==> src/sv/bldq_pkg.sv <==
`timescale 1ns / 1ps
// ----------------------------------------------------------------------------
// bldq_pkg
// Shared types and codes for the bounded list deque engine.
// ----------------------------------------------------------------------------
package bldq_pkg;

  // stream payload widths (fields packed from bit 0 up, padded to bytes)
  localparam int unsigned MODE_W      = 3;
  localparam int unsigned VALUE_W     = 32;
  localparam int unsigned POS_W       = 5;
  localparam int unsigned STATUS_W    = 2;
  localparam int unsigned INDEX_W     = 4;
  localparam int unsigned COUNT_W     = 5;
  localparam int unsigned IN_TDATA_W  = 40;
  localparam int unsigned OUT_TDATA_W = 48;
  localparam int unsigned OUT_PAD_W   = OUT_TDATA_W - STATUS_W - VALUE_W - INDEX_W - COUNT_W;

  typedef enum logic [MODE_W-1:0] {
    MODE_PUSH_FRONT = 3'd0,
    MODE_PUSH_BACK  = 3'd1,
    MODE_POP_FRONT  = 3'd2,
    MODE_POP_BACK   = 3'd3,
    MODE_INSERT     = 3'd4,
    MODE_DELETE     = 3'd5,
    MODE_REVERSE    = 3'd6,
    MODE_CLEAR      = 3'd7
  } mode_t;

  localparam logic [STATUS_W-1:0] STS_OK    = 2'd0;
  localparam logic [STATUS_W-1:0] STS_EMPTY = 2'd1;
  localparam logic [STATUS_W-1:0] STS_FULL  = 2'd2;

  typedef enum logic [10:0] {
    S_IDLE      = 11'b000_0000_0001,
    S_MOVE_RD   = 11'b000_0000_0010,
    S_MOVE_WR   = 11'b000_0000_0100,
    S_PUT       = 11'b000_0000_1000,
    S_SWAP_RDLO = 11'b000_0001_0000,
    S_SWAP_RDHI = 11'b000_0010_0000,
    S_SWAP_WRLO = 11'b000_0100_0000,
    S_SWAP_WRHI = 11'b000_1000_0000,
    S_DUMP_RD   = 11'b001_0000_0000,
    S_DUMP_LD   = 11'b010_0000_0000,
    S_DUMP_WAIT = 11'b100_0000_0000
  } state_t;

endpackage

==> src/sv/bldq_ram.sv <==
`timescale 1ns / 1ps
// ----------------------------------------------------------------------------
// bldq_ram
// Generic single-write, single-read RAM with registered read data.
// ----------------------------------------------------------------------------
module bldq_ram #(
  parameter int unsigned WIDTH = 32,
  parameter int unsigned DEPTH = 16
) (
  input  logic                     clk,
  input  logic                     we,
  input  logic [$clog2(DEPTH)-1:0] waddr,
  input  logic [WIDTH-1:0]         wdata,
  input  logic [$clog2(DEPTH)-1:0] raddr,
  output logic [WIDTH-1:0]         rdata
);

  logic [WIDTH-1:0] mem [DEPTH];
  logic [WIDTH-1:0] rdata_r;

  always_ff @(posedge clk) begin
    if (we) begin
      mem[waddr] <= wdata;
    end
    rdata_r <= mem[raddr];
  end

  assign rdata = rdata_r;

endmodule

==> src/sv/bounded_list_deque_engine_unit.sv <==
`timescale 1ns / 1ps
// ----------------------------------------------------------------------------
// bounded_list_deque_engine_unit
// Bounded list with push/pop at both ends, positional insert/delete, reverse
// and clear; dumps the whole list front to back after every request.
// ----------------------------------------------------------------------------
//  channel | dir | tdata (low bit up)                        | tuser     | tlast
//  in_     | in  | mode[2:0] value[34:3] position[39:35]     | -         | -
//  out_    | out | status[1:0] item_value[33:2]              | empty_res | last
//          |     | item_index[37:34] count[42:38] zero pad   |           |
//
//  One request at a time; in_tready is high only while idle.
//  Update: push/insert move each word behind the slot back (RAM read, then
//  write), then write the value; pop/delete move words forward; reverse swaps
//  pairs (read low, read high, write low, write high). Dump: registered RAM
//  read, then output beat, per word, with out_tready stalls. All share one RAM port.
//  rst_n (synchronous) empties the list; RAM contents are not cleared.
// ----------------------------------------------------------------------------
module bounded_list_deque_engine_unit #(
  parameter int unsigned CAPACITY   = 16,
  parameter int unsigned DATA_WIDTH = 32
) (
  input  logic                               clk,
  input  logic                               rst_n,
  input  logic                               in_tvalid,
  output logic                               in_tready,
  input  logic [bldq_pkg::IN_TDATA_W-1:0]    in_tdata,  // mode, value, position
  output logic                               out_tvalid,
  input  logic                               out_tready,
  output logic [bldq_pkg::OUT_TDATA_W-1:0]   out_tdata, // status, item_value,
                                                        // item_index, count, pad
  output logic                               out_tuser, // empty_res
  output logic                               out_tlast
);

  localparam int unsigned AW = $clog2(CAPACITY);
  localparam int unsigned CW = $clog2(CAPACITY + 1);
  localparam int unsigned XW = (CW > bldq_pkg::POS_W) ? CW : bldq_pkg::POS_W;

  // input fields
  bldq_pkg::mode_t                  in_mode;
  logic [bldq_pkg::VALUE_W-1:0]     in_value;
  logic [bldq_pkg::POS_W-1:0]       in_position;

  assign in_mode     = bldq_pkg::mode_t'(in_tdata[2:0]);
  assign in_value    = in_tdata[34:3];
  assign in_position = in_tdata[39:35];

  // registers
  bldq_pkg::state_t                 state_r, state_nxt;
  logic [CW-1:0]                    cnt_r, cnt_nxt;
  logic [CW-1:0]                    ptr_r, ptr_nxt;
  logic [CW-1:0]                    end_r, end_nxt;
  logic                             ins_r, ins_nxt;
  logic [DATA_WIDTH-1:0]            val_r, val_nxt;
  logic [bldq_pkg::STATUS_W-1:0]    status_r, status_nxt;
  logic [bldq_pkg::VALUE_W-1:0]     oval_r, oval_nxt;

  // RAM port
  logic                             ram_we;
  logic [AW-1:0]                    ram_waddr;
  logic [DATA_WIDTH-1:0]            ram_wdata;
  logic [AW-1:0]                    ram_raddr;
  logic [DATA_WIDTH-1:0]            ram_rdata;

  bldq_ram #(
    .WIDTH (DATA_WIDTH),
    .DEPTH (CAPACITY)
  ) u_ram (
    .clk   (clk),
    .we    (ram_we),
    .waddr (ram_waddr),
    .wdata (ram_wdata),
    .raddr (ram_raddr),
    .rdata (ram_rdata)
  );

  // request decode
  logic [XW-1:0] pos_x;
  logic [XW-1:0] cnt_x;
  logic [CW-1:0] ins_idx;
  logic [CW-1:0] del_idx;
  logic [CW-1:0] cnt_m1;
  logic [CW-1:0] mv_src;
  logic          full;
  logic          empty;
  logic          dump_last;

  assign pos_x  = XW'(in_position);
  assign cnt_x  = XW'(cnt_r);
  assign cnt_m1 = cnt_r - CW'(1);
  assign full   = (cnt_r == CW'(CAPACITY));
  assign empty  = (cnt_r == '0);

  always_comb begin
    priority if (in_mode == bldq_pkg::MODE_PUSH_FRONT) begin
      ins_idx = '0;
    end else if (in_mode == bldq_pkg::MODE_PUSH_BACK || pos_x > cnt_x) begin
      ins_idx = cnt_r;
    end else begin
      ins_idx = CW'(pos_x);
    end
  end

  // delete position is 1-based: zero acts as one, beyond count as count
  always_comb begin
    priority if (in_mode == bldq_pkg::MODE_POP_FRONT || pos_x == '0
                 && in_mode == bldq_pkg::MODE_DELETE) begin
      del_idx = '0;
    end else if (in_mode == bldq_pkg::MODE_POP_BACK || pos_x > cnt_x) begin
      del_idx = cnt_m1;
    end else begin
      del_idx = CW'(pos_x - XW'(1));
    end
  end

  // insert shifts towards the back (source below), delete towards the front
  assign mv_src    = ins_r ? (ptr_r - CW'(1)) : (ptr_r + CW'(1));
  assign dump_last = empty || (ptr_r == cnt_m1);

  always_comb begin
    state_nxt  = state_r;
    cnt_nxt    = cnt_r;
    ptr_nxt    = ptr_r;
    end_nxt    = end_r;
    ins_nxt    = ins_r;
    val_nxt    = val_r;
    status_nxt = status_r;
    oval_nxt   = oval_r;
    ram_we     = 1'b0;
    ram_waddr  = ptr_r[AW-1:0];
    ram_wdata  = ram_rdata;
    ram_raddr  = ptr_r[AW-1:0];

    unique case (state_r)
      bldq_pkg::S_IDLE: begin
        if (in_tvalid) begin
          val_nxt    = DATA_WIDTH'(in_value);
          status_nxt = bldq_pkg::STS_OK;
          ptr_nxt    = '0;
          state_nxt  = bldq_pkg::S_DUMP_RD;
          unique case (in_mode)
            bldq_pkg::MODE_PUSH_FRONT,
            bldq_pkg::MODE_PUSH_BACK,
            bldq_pkg::MODE_INSERT: begin
              if (full) begin
                status_nxt = bldq_pkg::STS_FULL;
              end else begin
                ins_nxt   = 1'b1;
                end_nxt   = ins_idx;
                ptr_nxt   = cnt_r;
                state_nxt = (cnt_r == ins_idx) ? bldq_pkg::S_PUT : bldq_pkg::S_MOVE_RD;
              end
            end
            bldq_pkg::MODE_POP_FRONT,
            bldq_pkg::MODE_POP_BACK,
            bldq_pkg::MODE_DELETE: begin
              if (empty) begin
                status_nxt = bldq_pkg::STS_EMPTY;
              end else if (del_idx == cnt_m1) begin
                cnt_nxt = cnt_m1;
              end else begin
                ins_nxt   = 1'b0;
                end_nxt   = cnt_m1;
                ptr_nxt   = del_idx;
                state_nxt = bldq_pkg::S_MOVE_RD;
              end
            end
            bldq_pkg::MODE_REVERSE: begin
              if (cnt_r > CW'(1)) begin
                end_nxt   = cnt_m1;
                state_nxt = bldq_pkg::S_SWAP_RDLO;
              end
            end
            bldq_pkg::MODE_CLEAR: begin
              cnt_nxt = '0;
            end
            default: begin
              cnt_nxt = cnt_r;
            end
          endcase
        end
      end

      bldq_pkg::S_MOVE_RD: begin
        ram_raddr = mv_src[AW-1:0];
        state_nxt = bldq_pkg::S_MOVE_WR;
      end

      bldq_pkg::S_MOVE_WR: begin
        ram_we  = 1'b1;
        ptr_nxt = ins_r ? (ptr_r - CW'(1)) : (ptr_r + CW'(1));
        if (ptr_nxt == end_r) begin
          if (ins_r) begin
            state_nxt = bldq_pkg::S_PUT;
          end else begin
            cnt_nxt   = cnt_m1;
            ptr_nxt   = '0;
            state_nxt = bldq_pkg::S_DUMP_RD;
          end
        end else begin
          state_nxt = bldq_pkg::S_MOVE_RD;
        end
      end

      bldq_pkg::S_PUT: begin
        ram_we    = 1'b1;
        ram_wdata = val_r;
        cnt_nxt   = cnt_r + CW'(1);
        ptr_nxt   = '0;
        state_nxt = bldq_pkg::S_DUMP_RD;
      end

      bldq_pkg::S_SWAP_RDLO: begin
        state_nxt = bldq_pkg::S_SWAP_RDHI;
      end

      // low word lands now; hold it while the high word is read
      bldq_pkg::S_SWAP_RDHI: begin
        ram_raddr = end_r[AW-1:0];
        val_nxt   = ram_rdata;
        state_nxt = bldq_pkg::S_SWAP_WRLO;
      end

      bldq_pkg::S_SWAP_WRLO: begin
        ram_we    = 1'b1;
        state_nxt = bldq_pkg::S_SWAP_WRHI;
      end

      bldq_pkg::S_SWAP_WRHI: begin
        ram_we    = 1'b1;
        ram_waddr = end_r[AW-1:0];
        ram_wdata = val_r;
        if ((ptr_r + CW'(2)) < end_r) begin
          ptr_nxt   = ptr_r + CW'(1);
          end_nxt   = end_r - CW'(1);
          state_nxt = bldq_pkg::S_SWAP_RDLO;
        end else begin
          ptr_nxt   = '0;
          state_nxt = bldq_pkg::S_DUMP_RD;
        end
      end

      bldq_pkg::S_DUMP_RD: begin
        if (empty) begin
          oval_nxt  = '0;
          state_nxt = bldq_pkg::S_DUMP_WAIT;
        end else begin
          state_nxt = bldq_pkg::S_DUMP_LD;
        end
      end

      bldq_pkg::S_DUMP_LD: begin
        oval_nxt  = bldq_pkg::VALUE_W'(ram_rdata);
        state_nxt = bldq_pkg::S_DUMP_WAIT;
      end

      bldq_pkg::S_DUMP_WAIT: begin
        if (out_tready) begin
          if (dump_last) begin
            state_nxt = bldq_pkg::S_IDLE;
          end else begin
            ptr_nxt   = ptr_r + CW'(1);
            ram_raddr = ptr_nxt[AW-1:0];
            state_nxt = bldq_pkg::S_DUMP_LD;
          end
        end
      end

      default: begin
        state_nxt = bldq_pkg::S_IDLE;
      end
    endcase
  end

  always_ff @(posedge clk) begin
    if (!rst_n) begin
      state_r <= bldq_pkg::S_IDLE;
      cnt_r   <= '0;
      ptr_r   <= '0;
      end_r   <= '0;
      ins_r   <= 1'b0;
    end else begin
      state_r <= state_nxt;
      cnt_r   <= cnt_nxt;
      ptr_r   <= ptr_nxt;
      end_r   <= end_nxt;
      ins_r   <= ins_nxt;
    end
  end

  always_ff @(posedge clk) begin
    val_r    <= val_nxt;
    status_r <= status_nxt;
    oval_r   <= oval_nxt;
  end

  assign in_tready  = (state_r == bldq_pkg::S_IDLE);
  assign out_tvalid = (state_r == bldq_pkg::S_DUMP_WAIT);
  assign out_tdata  = {{bldq_pkg::OUT_PAD_W{1'b0}},
                       bldq_pkg::COUNT_W'(cnt_r),
                       bldq_pkg::INDEX_W'(ptr_r),
                       oval_r,
                       status_r};
  assign out_tuser  = empty;
  assign out_tlast  = dump_last;

endmodule

==> config.mk <==
export PLATFORM = sky130hd
export DESIGN_NAME = bounded_list_deque_engine_unit
export DESIGN_NICKNAME = d
export VERILOG_FILES = /design/src/sv/bldq_pkg.sv /design/src/sv/bldq_ram.sv /design/src/sv/bounded_list_deque_engine_unit.sv
export SDC_FILE = /design/constraint.sdc
export NUM_CORES = 1
export LEC_CHECK = 0
export BUFFER_PORTS_ARGS = -buffer_cell sky130_fd_sc_hd__buf_2
export CAP_MARGIN = 0
export CORE_ASPECT_RATIO = 0.6
export CORE_MARGIN = 2
export CORE_UTILIZATION = 50
export CTS_CLUSTER_DIAMETER = 50
export DETAILED_ROUTE_END_ITERATION = 10
export PLACE_DENSITY = 0.67
export SLEW_MARGIN = 10
export SYNTH_ARGS = -nofsm -noshare
export SYNTH_HDL_FRONTEND = slang
export SYNTH_HIERARCHICAL = 1
export SYNTH_SLANG_ARGS = --single-unit
==> constraint.sdc <==
create_clock -name clk -period 7.59 [get_ports clk]
set_input_delay 1.518 -clock clk [delete_from_list [all_inputs] [get_ports clk]]
set_output_delay 1.518 -clock clk [all_outputs]
set_load 0.01 [all_outputs]
==> results.env, run 1 <==
SLEW_VIOL_FINAL=0
ANT_NETS=0
DIE_W_UM=300
FLOORPLAN.INITIALDENSITY_PCT=51.0
FILLER_CELL_COUNT=3898
MET3_WIRELENGTH_UM=6890
GLOBAL_ROUTE_WIRE_LENGTH_BEFORE_REPAIR_UM=95300
CRIT_PATH_CELL_TRACE='clkinv_1 > ha_1 > nor3b_1 > xnor2_1 > xor2_1 > nand3_1 > nand3_1 > nor2_1 > nor3_1 > o22ai_4 > buf_12 > mux4_2 > a22oi_1 > nand2_1'
RRSETUPSLACK_NS=1.99
CRIT_TYPE='register to register'
FLOW.AREA_GROWTH_FROM_SYNTHESIS_PCT=12.7
STARTPOINT_TYPE='register'
PERIOD_NEEDED_NS=5.60
NUMBER_OF_BUFFERS_ADDED_BY_THE_CLOCK_TREE_SYNTHESIS_STEP=57
CPMAXSTAGEDELAYCELL='o22ai_4'
DETAIL_ROUTE.WL_PER_CELL_UM=26.7
FIN_CRIT_SH_PCT=73.8
REGISTER_CLOCK_PIN_SLEW_ON_THE_REPORTED_WORST_SETUP_AND_HOLD_PATHS_NS=0.06
WORSTPATHREQUIRED_NS=8.06
POST_SYNTH_INST_COUNT=1571
GLOBALROUTE.TOTALOVERFLOW=0
ANTENNA_FOUND_INITIAL=1
INITIALDRTVIOLATIONCOUNT=1875
CLOCK_INSERTION_DELAY_WORST_SKEW_NS=0.62
HIGHEST_LAYER='met4'
CRITICAL_PATH.MOST_COMMON_CELL='nand3_1'
NETSWITCHINGPOWER_mW=3.30
SYNTH_CELL_TYPE_COUNT=68
SYNTH.AVG_CELL_AREA_UM2=16.7
CRIT_FANOUT=51
VIA_COUNT_OF_THE_FIRST_GLOBAL_ROUTING_PASS=14500
GRT_MAX_DEGREE=52
SYNTH_ENABLE_FLOP_CELLS=578
DRT_WL_TOTAL_UM=64100
DR_TOTAL_VIAS=14900
DRT_PASS1_ITERATIONS=5
TOTAL_POWER_mW=10.6
RATIO_OF_CELLS_WITH_DRIVE_ABOVE_1_IN_THE_FINAL_LAYOUT_PCT=24.6
FINAL.SETUP_SKEW_NS=0.0337
SYNTH-SEQ-CELLS=637
CTS_TREE='done'
FINAL.SETUP.TNS_NS=0
FINAL_NET_COUNT=1729
POWER.STATIC_LEAKAGE_nW=9.74
CLOCK_ROOT_BUFFER='clkbuf_16'
SYNTHMOSTINSTANTIATEDCELL='edfxtp_1'
PORTBUFFERS=90
REMAINING_DRC_ERRORS=0
MET2_WIRELENGTH_UM=26900
FINALHOLDWORSTSLACK_NS=0.508
GROUTE.USAGE.OVERALL_PCT=23.8
ROUTE.LAYER.MET1.WL_UM=29500
SEQ_POWER_SHARE_PCT=44.7
MAXCLOCKFREQUENCY_MHz=179
MAPPEDNETLISTAREA_MM2=0.0262
RUN_STATUS='finished clean'
REPORT.FINAL.HOLD_VIOL_COUNT=0
YS_TOP_CELLS_BY_AREA='edfxtp_1 66%, mux4_2 11%, dfxtp_1 4.5%'
DRV.MAX_CAP_VIOLATION_COUNT=0
NUMCLOCKSINKS=637
CLOCK_POWER_SHARE_PCT=28.7
CTSLONGESTPATHBUFFERS=3
PLACE.GP.CONGESTION=0.964
POST-CTS-SETUP-BUFFER-COUNT=0
WORST_HOLD_PATH_TYPE='register to register'
FP-ROW-COUNT=64
IR_WORST_VDD_mV=0.226
COMBINATIONALPOWERSHARE_PCT=26.5
TIGHTEST_SLEW_NS=1.16
SYN_WARNINGS=6
TIMING.MAX_SLEW.REL_SLACK_PCT=22.5
CRIT_PATH_MAX_INCR_DELAY_NS=0.81
SETUP.WORST_PATH.END_CLASS='register'
CTS-RESIZED-GATES=0
SYNTH_TOP_AREA_SHARE_PCT=66.2
SYNTH_COMMON_CELLS='578 x edfxtp_1, 173 x nand2_1, 128 x mux4_2'
CTS_HOLD_REPAIR.BUFFERS=0
PWR_DENSITY_CELL_mW_PER_MM2=358
CRITICAL_PATH.N_BUFFERS_INVERTERS=2
H-TREE-DEPTH=2
P_SW_SHARE_PCT=31.2
INTERNAL_POWER_mW=7.27
COREAREA_MM2=0.0513
FINALSETUPVIOLATIONS=0
YOSYS_MOST_USED_DFF='edfxtp_1'
VIASPERCELL=6.21
WORST_SLACK_NS=1.99
DIE-HEIGHT_UM=181
UNREPAIRED_SETUP_ENDPOINTS_AFTER_GLOBAL_ROUTING='no'
SYNTH_AREA_LEADER='edfxtp_1'
PLACE_WORST_SETUP_SLACK_NS=2.04
DETAILED_PLACEMENT_WIRELENGTH_ESTIMATE_UM=36600
IO-PIN-COUNT=96
DIE-AREA_MM2=0.0543
FRACTION_OF_REGISTERS_WITH_ASYNC_SET_OR_RESET_AFTER_SYNTHESIS_PCT=0
YOSYSSEQAREASHARE_PCT=70.8
FAMILY_WITH_THE_MOST_DELAY_ON_THE_WORST_PATH='simple AND/OR/NAND/NOR gates'
WORST_EP_ARRIVAL_TIME_NS=6.07
power groups by stage:
stage	Combinational, mW	Sequential (mW)	Clock [mW]
after floorplan	1.99	4.67	0
after global placement	2.71	4.79	0
after detailed placement	2.77	4.80	0
after CTS	2.78	4.72	3.09
after global routing	3.04	4.75	3.23
final	2.80	4.73	3.03
state kept, by name, indices dropped and copies added, names as in the netlist:
name         cells
u_ram/mem      512
oval_r          32
u_ram/rdata     32
val_r           32
state_r         11
cnt_r            5
end_r            5
ptr_r            5
status_r         2
ins_r            1
cell families (layout without fill, tap and decap cells):
group,count (synthesis),after routing,synth area share [%]
compound gates,210,210,5.57
xor+xnor,27,27,0.903
fa+ha+maj,22,22,1.05
buf+inv,119,254,2.04
flops,637,637,70.8
mux,168,168,12.7
other cells,1,6,0.0143
simple gates,387,387,6.97
stage by stage:
step,util [%],area [um^2],std cells
finish,57.5,29500,2404
global route,57.5,29500,2404
CTS,57.5,29500,2403
detailed placement,53.7,27600,2297
global placement,53.7,27600,2297
floorplan,-,26200,1575
metal layers:
| metal | GRT usage, % | up-vias |
|---|---|---|
| met5 | 0 | - |
| met4 | 4.04 | 0 |
| met3 | 6.19 | 77 |
| met2 | 32.6 | 719 |
| met1 | 38.5 | 7721 |
| li1 | - | 6405 |
placed cells by master, fill, tap and decap left out, types with 12 or more instances in the layout:
| master | count |
|---|---|
| a21oi_1 | 35 |
| a22oi_1 | 65 |
| and3_1 | 35 |
| buf_2 | 90 |
| buf_4 | 29 |
| clkbuf_16 | 58 |
| clkinv_2 | 15 |
| dfxtp_1 | 59 |
| edfxtp_1 | 578 |
| ha_1 | 22 |
| inv_1 | 23 |
| mux2_2 | 34 |
| mux4_2 | 128 |
| nand2_1 | 172 |
| nand2b_1 | 14 |
| nand3_1 | 19 |
| nor2_1 | 49 |
| nor2_4 | 13 |
| nor3_1 | 22 |
| o21ai_0 | 32 |
| o22ai_1 | 12 |
| xnor2_1 | 18 |
final cells by class:
cell class                 instances  area [um^2]  share of cell area (%)
timing repair buffer             122          728                    2.47
tap                              693          867                    2.94
multi-input combinational        819         7320                    24.8
clock buffer                      68         1520                    5.14
sequential                       637        18500                    62.8
antenna                            1         2.50                 0.00847
inverter                          26         97.6                   0.330
clock inverter                    38          460                    1.56
worst min-delay path, delay by kind of cell (launching register included):
| family | cells | cell delay [ns] |
|---|---|---|
| AND/OR/NAND/NOR | 1 | 0.07 |
| AO/OA/AOI/OAI | 1 | 0.05 |
| flip-flops | 1 | 0.34 |
path summary, 6_finish.rpt:
path / depth (start not counted) / from / endpoint
worst max-delay path: 14 / cnt_r[0]$_SDFFE_PN0P_ / u_ram/rdata[23]$_DFF_P_
worst min register to register: 2 / end_r[1]$_SDFFE_PN0P_ / end_r[1]$_SDFFE_PN0P_
worst max register to register: 14 / cnt_r[0]$_SDFFE_PN0P_ / u_ram/rdata[23]$_DFF_P_
worst min-delay path: 2 / end_r[1]$_SDFFE_PN0P_ / end_r[1]$_SDFFE_PN0P_
Power figures use the tool's default switching activity.
==> run 2, diff against run 1 <==
- clock period: 7.59 -> 5.7 ns (I/O delays scaled with it)
==> run 2 against run 1 <==
Against the previous run:
- routed wire length grew 1.1%
- global-route usage grew 0.30 points
- setup slack lost 0.74 ns
- maximum frequency grew 26%
- register-to-register slack lost 0.74 ns
- sequential power grew 32%
- first-iteration DRC count shrank 3.5%
- clock skew shrank 0.0098 ns
- combinational power grew 37%
- total power grew 32%
- cell count grew 0.50%
- critical path type unchanged
- largest cell class unchanged
==> results.env, run 2 (synthesized netlist as in run 1, its figures left out) <==
WORST_HOLD_PATH_TYPE='register to register'
MAXCLOCKFREQUENCY_MHz=225
SETUP.WORST_PATH.END_CLASS='register'
REPORT.FINAL.HOLD_VIOL_COUNT=0
LARGEST_REG_FLOPS=512
WORST_EP_ARRIVAL_TIME_NS=4.73
CLOCK_INSERTION_DELAY_WORST_SKEW_NS=0.60
PLACE_WORST_SETUP_SLACK_NS=1.37
CRIT_PATH_MAX_INCR_DELAY_NS=0.85
DRV.MAX_CAP_VIOLATION_COUNT=0
FINAL_NET_COUNT=1741
STARTPOINT_TYPE='register'
POWER.STATIC_LEAKAGE_nW=9.74
PORTBUFFERS=90
FINALSETUPVIOLATIONS=0
FIN_CRIT_SH_PCT=78.0
GLOBAL_ROUTE_WIRE_LENGTH_BEFORE_REPAIR_UM=96700
IR_WORST_VDD_mV=0.265
PLACE_INST=2310
DIE_W_UM=300
TIGHTEST_SLEW_NS=1.26
REMAINING_DRC_ERRORS=0
GRT_MAX_DEGREE=48
RATIO_OF_CELLS_WITH_DRIVE_ABOVE_1_IN_THE_FINAL_LAYOUT_PCT=24.6
CPMAXSTAGEDELAYCELL='o21ai_0'
DETAILED_PLACEMENT_WIRELENGTH_ESTIMATE_UM=38100
ANT_NETS=0
DETAIL_ROUTE.WL_PER_CELL_UM=26.8
DR_TOTAL_VIAS=15000
CRIT_PATH_CELL_TRACE='nor4_4 > nand2_2 > or3_1 > o21ai_0 > nand2_1 > nor2_4 > buf_4'
POST-CTS-SETUP-BUFFER-COUNT=0
PLACE.GP.CONGESTION=0.950
PATH_DEPTH=7
FINAL.SETUP.TNS_NS=0
UNREPAIRED_SETUP_ENDPOINTS_AFTER_GLOBAL_ROUTING='no'
VIASPERCELL=6.20
COREAREA_MM2=0.0513
R2R.WORST_PATH.CELLS=7
CTS_TREE='done'
GROUTE.USAGE.OVERALL_PCT=24.1
FAMILY_WITH_THE_MOST_DELAY_ON_THE_WORST_PATH='simple AND/OR/NAND/NOR gates'
DRT_WL_TOTAL_UM=64800
STDCELL_COUNT=2416
NUMCLOCKSINKS=637
DIE-HEIGHT_UM=181
CLOCK_ROOT_BUFFER='clkbuf_16'
CRIT_TYPE='register to register'
INITIALDRTVIOLATIONCOUNT=1809
IO-PIN-COUNT=96
ANTENNA_FOUND_INITIAL=1
TOTAL_POWER_mW=13.9
RUN_STATUS='finished clean'
DIE-AREA_MM2=0.0543
SLEW_VIOL_FINAL=0
DIODES=0
MOST_COMMON_CELL_AFTER_LAYOUT_FILL_AND_TAPS_ASIDE='edfxtp_1'
CRITICAL_PATH.N_BUFFERS_INVERTERS=1
LAYOUT_COMMON_CELLS='578 x edfxtp_1, 172 x nand2_1, 128 x mux4_2'
VIA_COUNT_OF_THE_FIRST_GLOBAL_ROUTING_PASS=14700
WORSTPATHREQUIRED_NS=5.99
TIMING.MAX_SLEW.REL_SLACK_PCT=15.3
GLOBALROUTE.TOTALOVERFLOW=0
FP-ROW-COUNT=64
WORST_SLACK_NS=1.25
NUMBER_OF_BUFFERS_ADDED_BY_THE_CLOCK_TREE_SYNTHESIS_STEP=56
PWR_DENSITY_CELL_mW_PER_MM2=471
WORSTHOLDPATHCELLS=2
CTS_HOLD_REPAIR.BUFFERS=0
DRT_PASS1_ITERATIONS=6
FLOORPLAN.INITIALDENSITY_PCT=51.0
CTSLONGESTPATHBUFFERS=3
FINAL.SETUP_SKEW_NS=0.0239
CRIT_FANOUT=16
CTS-RESIZED-GATES=0
FLOW.AREA_GROWTH_FROM_SYNTHESIS_PCT=12.9
H-TREE-DEPTH=2
PERIOD_NEEDED_NS=4.45
REGISTER_CLOCK_PIN_SLEW_ON_THE_REPORTED_WORST_SETUP_AND_HOLD_PATHS_NS=0.07
REGMOSTFLOPS='u_ram/mem'
==> run 2: layer usage <==
metal | vias to the layer above | GRT usage (%) | routed length, um
met5 | - | 0 | 0
met4 | 0 | 4.38 | 940
met3 | 82 | 5.45 | 6570
met2 | 740 | 34.3 | 28000
met1 | 7737 | 38.3 | 29300
li1 | 6412 | - | -
==> run 2: where the power goes <==
group	switching, mW	leakage [nW]	total [mW]	internal [mW]
combinational	2.43	3.16	3.83	1.40
clock	1.68	0.900	3.83	2.15
sequential	0.273	5.68	6.26	5.99
total	4.39	9.74	13.9	9.54
==> run 2: per-stage QoR <==
stage / instance area (um^2) / hold WS (ns) / util, %
floorplan: 26200 / 0.469 / -
detailed placement: 27700 / 0.497 / 53.9
CTS: 29600 / 0.506 / 57.6
finish: 29600 / 0.507 / 57.6
global route: 29600 / 0.541 / 57.6
global placement: 27700 / 0.488 / 53.9
==> run 2: worst min-delay path, stage by stage (launching register included) <==
cell     delay (ns)
dfxtp_1        0.34
nand2_1        0.07
a21oi_1        0.05
==> run 2: final cells by class <==
type / instances / area (um^2)
sequential: 637 / 18500
multi-input combinational: 819 / 7320
inverter: 26 / 97.6
fill: 3884 / 21800
tap: 693 / 867
clock inverter: 33 / 385
timing repair buffer: 135 / 863
clock buffer: 73 / 1500
==> run 2: path summary, 6_finish.rpt <==
path / to / slack [ns] / from
worst max-delay path: u_ram/mem[7][22]$_DFFE_PP_ / 1.25 / state_r[4]$_SDFFE_PN0P_
worst min register to register: end_r[1]$_SDFFE_PN0P_ / 0.51 / end_r[1]$_SDFFE_PN0P_
worst min-delay path: end_r[1]$_SDFFE_PN0P_ / 0.51 / end_r[1]$_SDFFE_PN0P_
worst max register to register: u_ram/mem[7][22]$_DFFE_PP_ / 1.25 / state_r[4]$_SDFFE_PN0P_
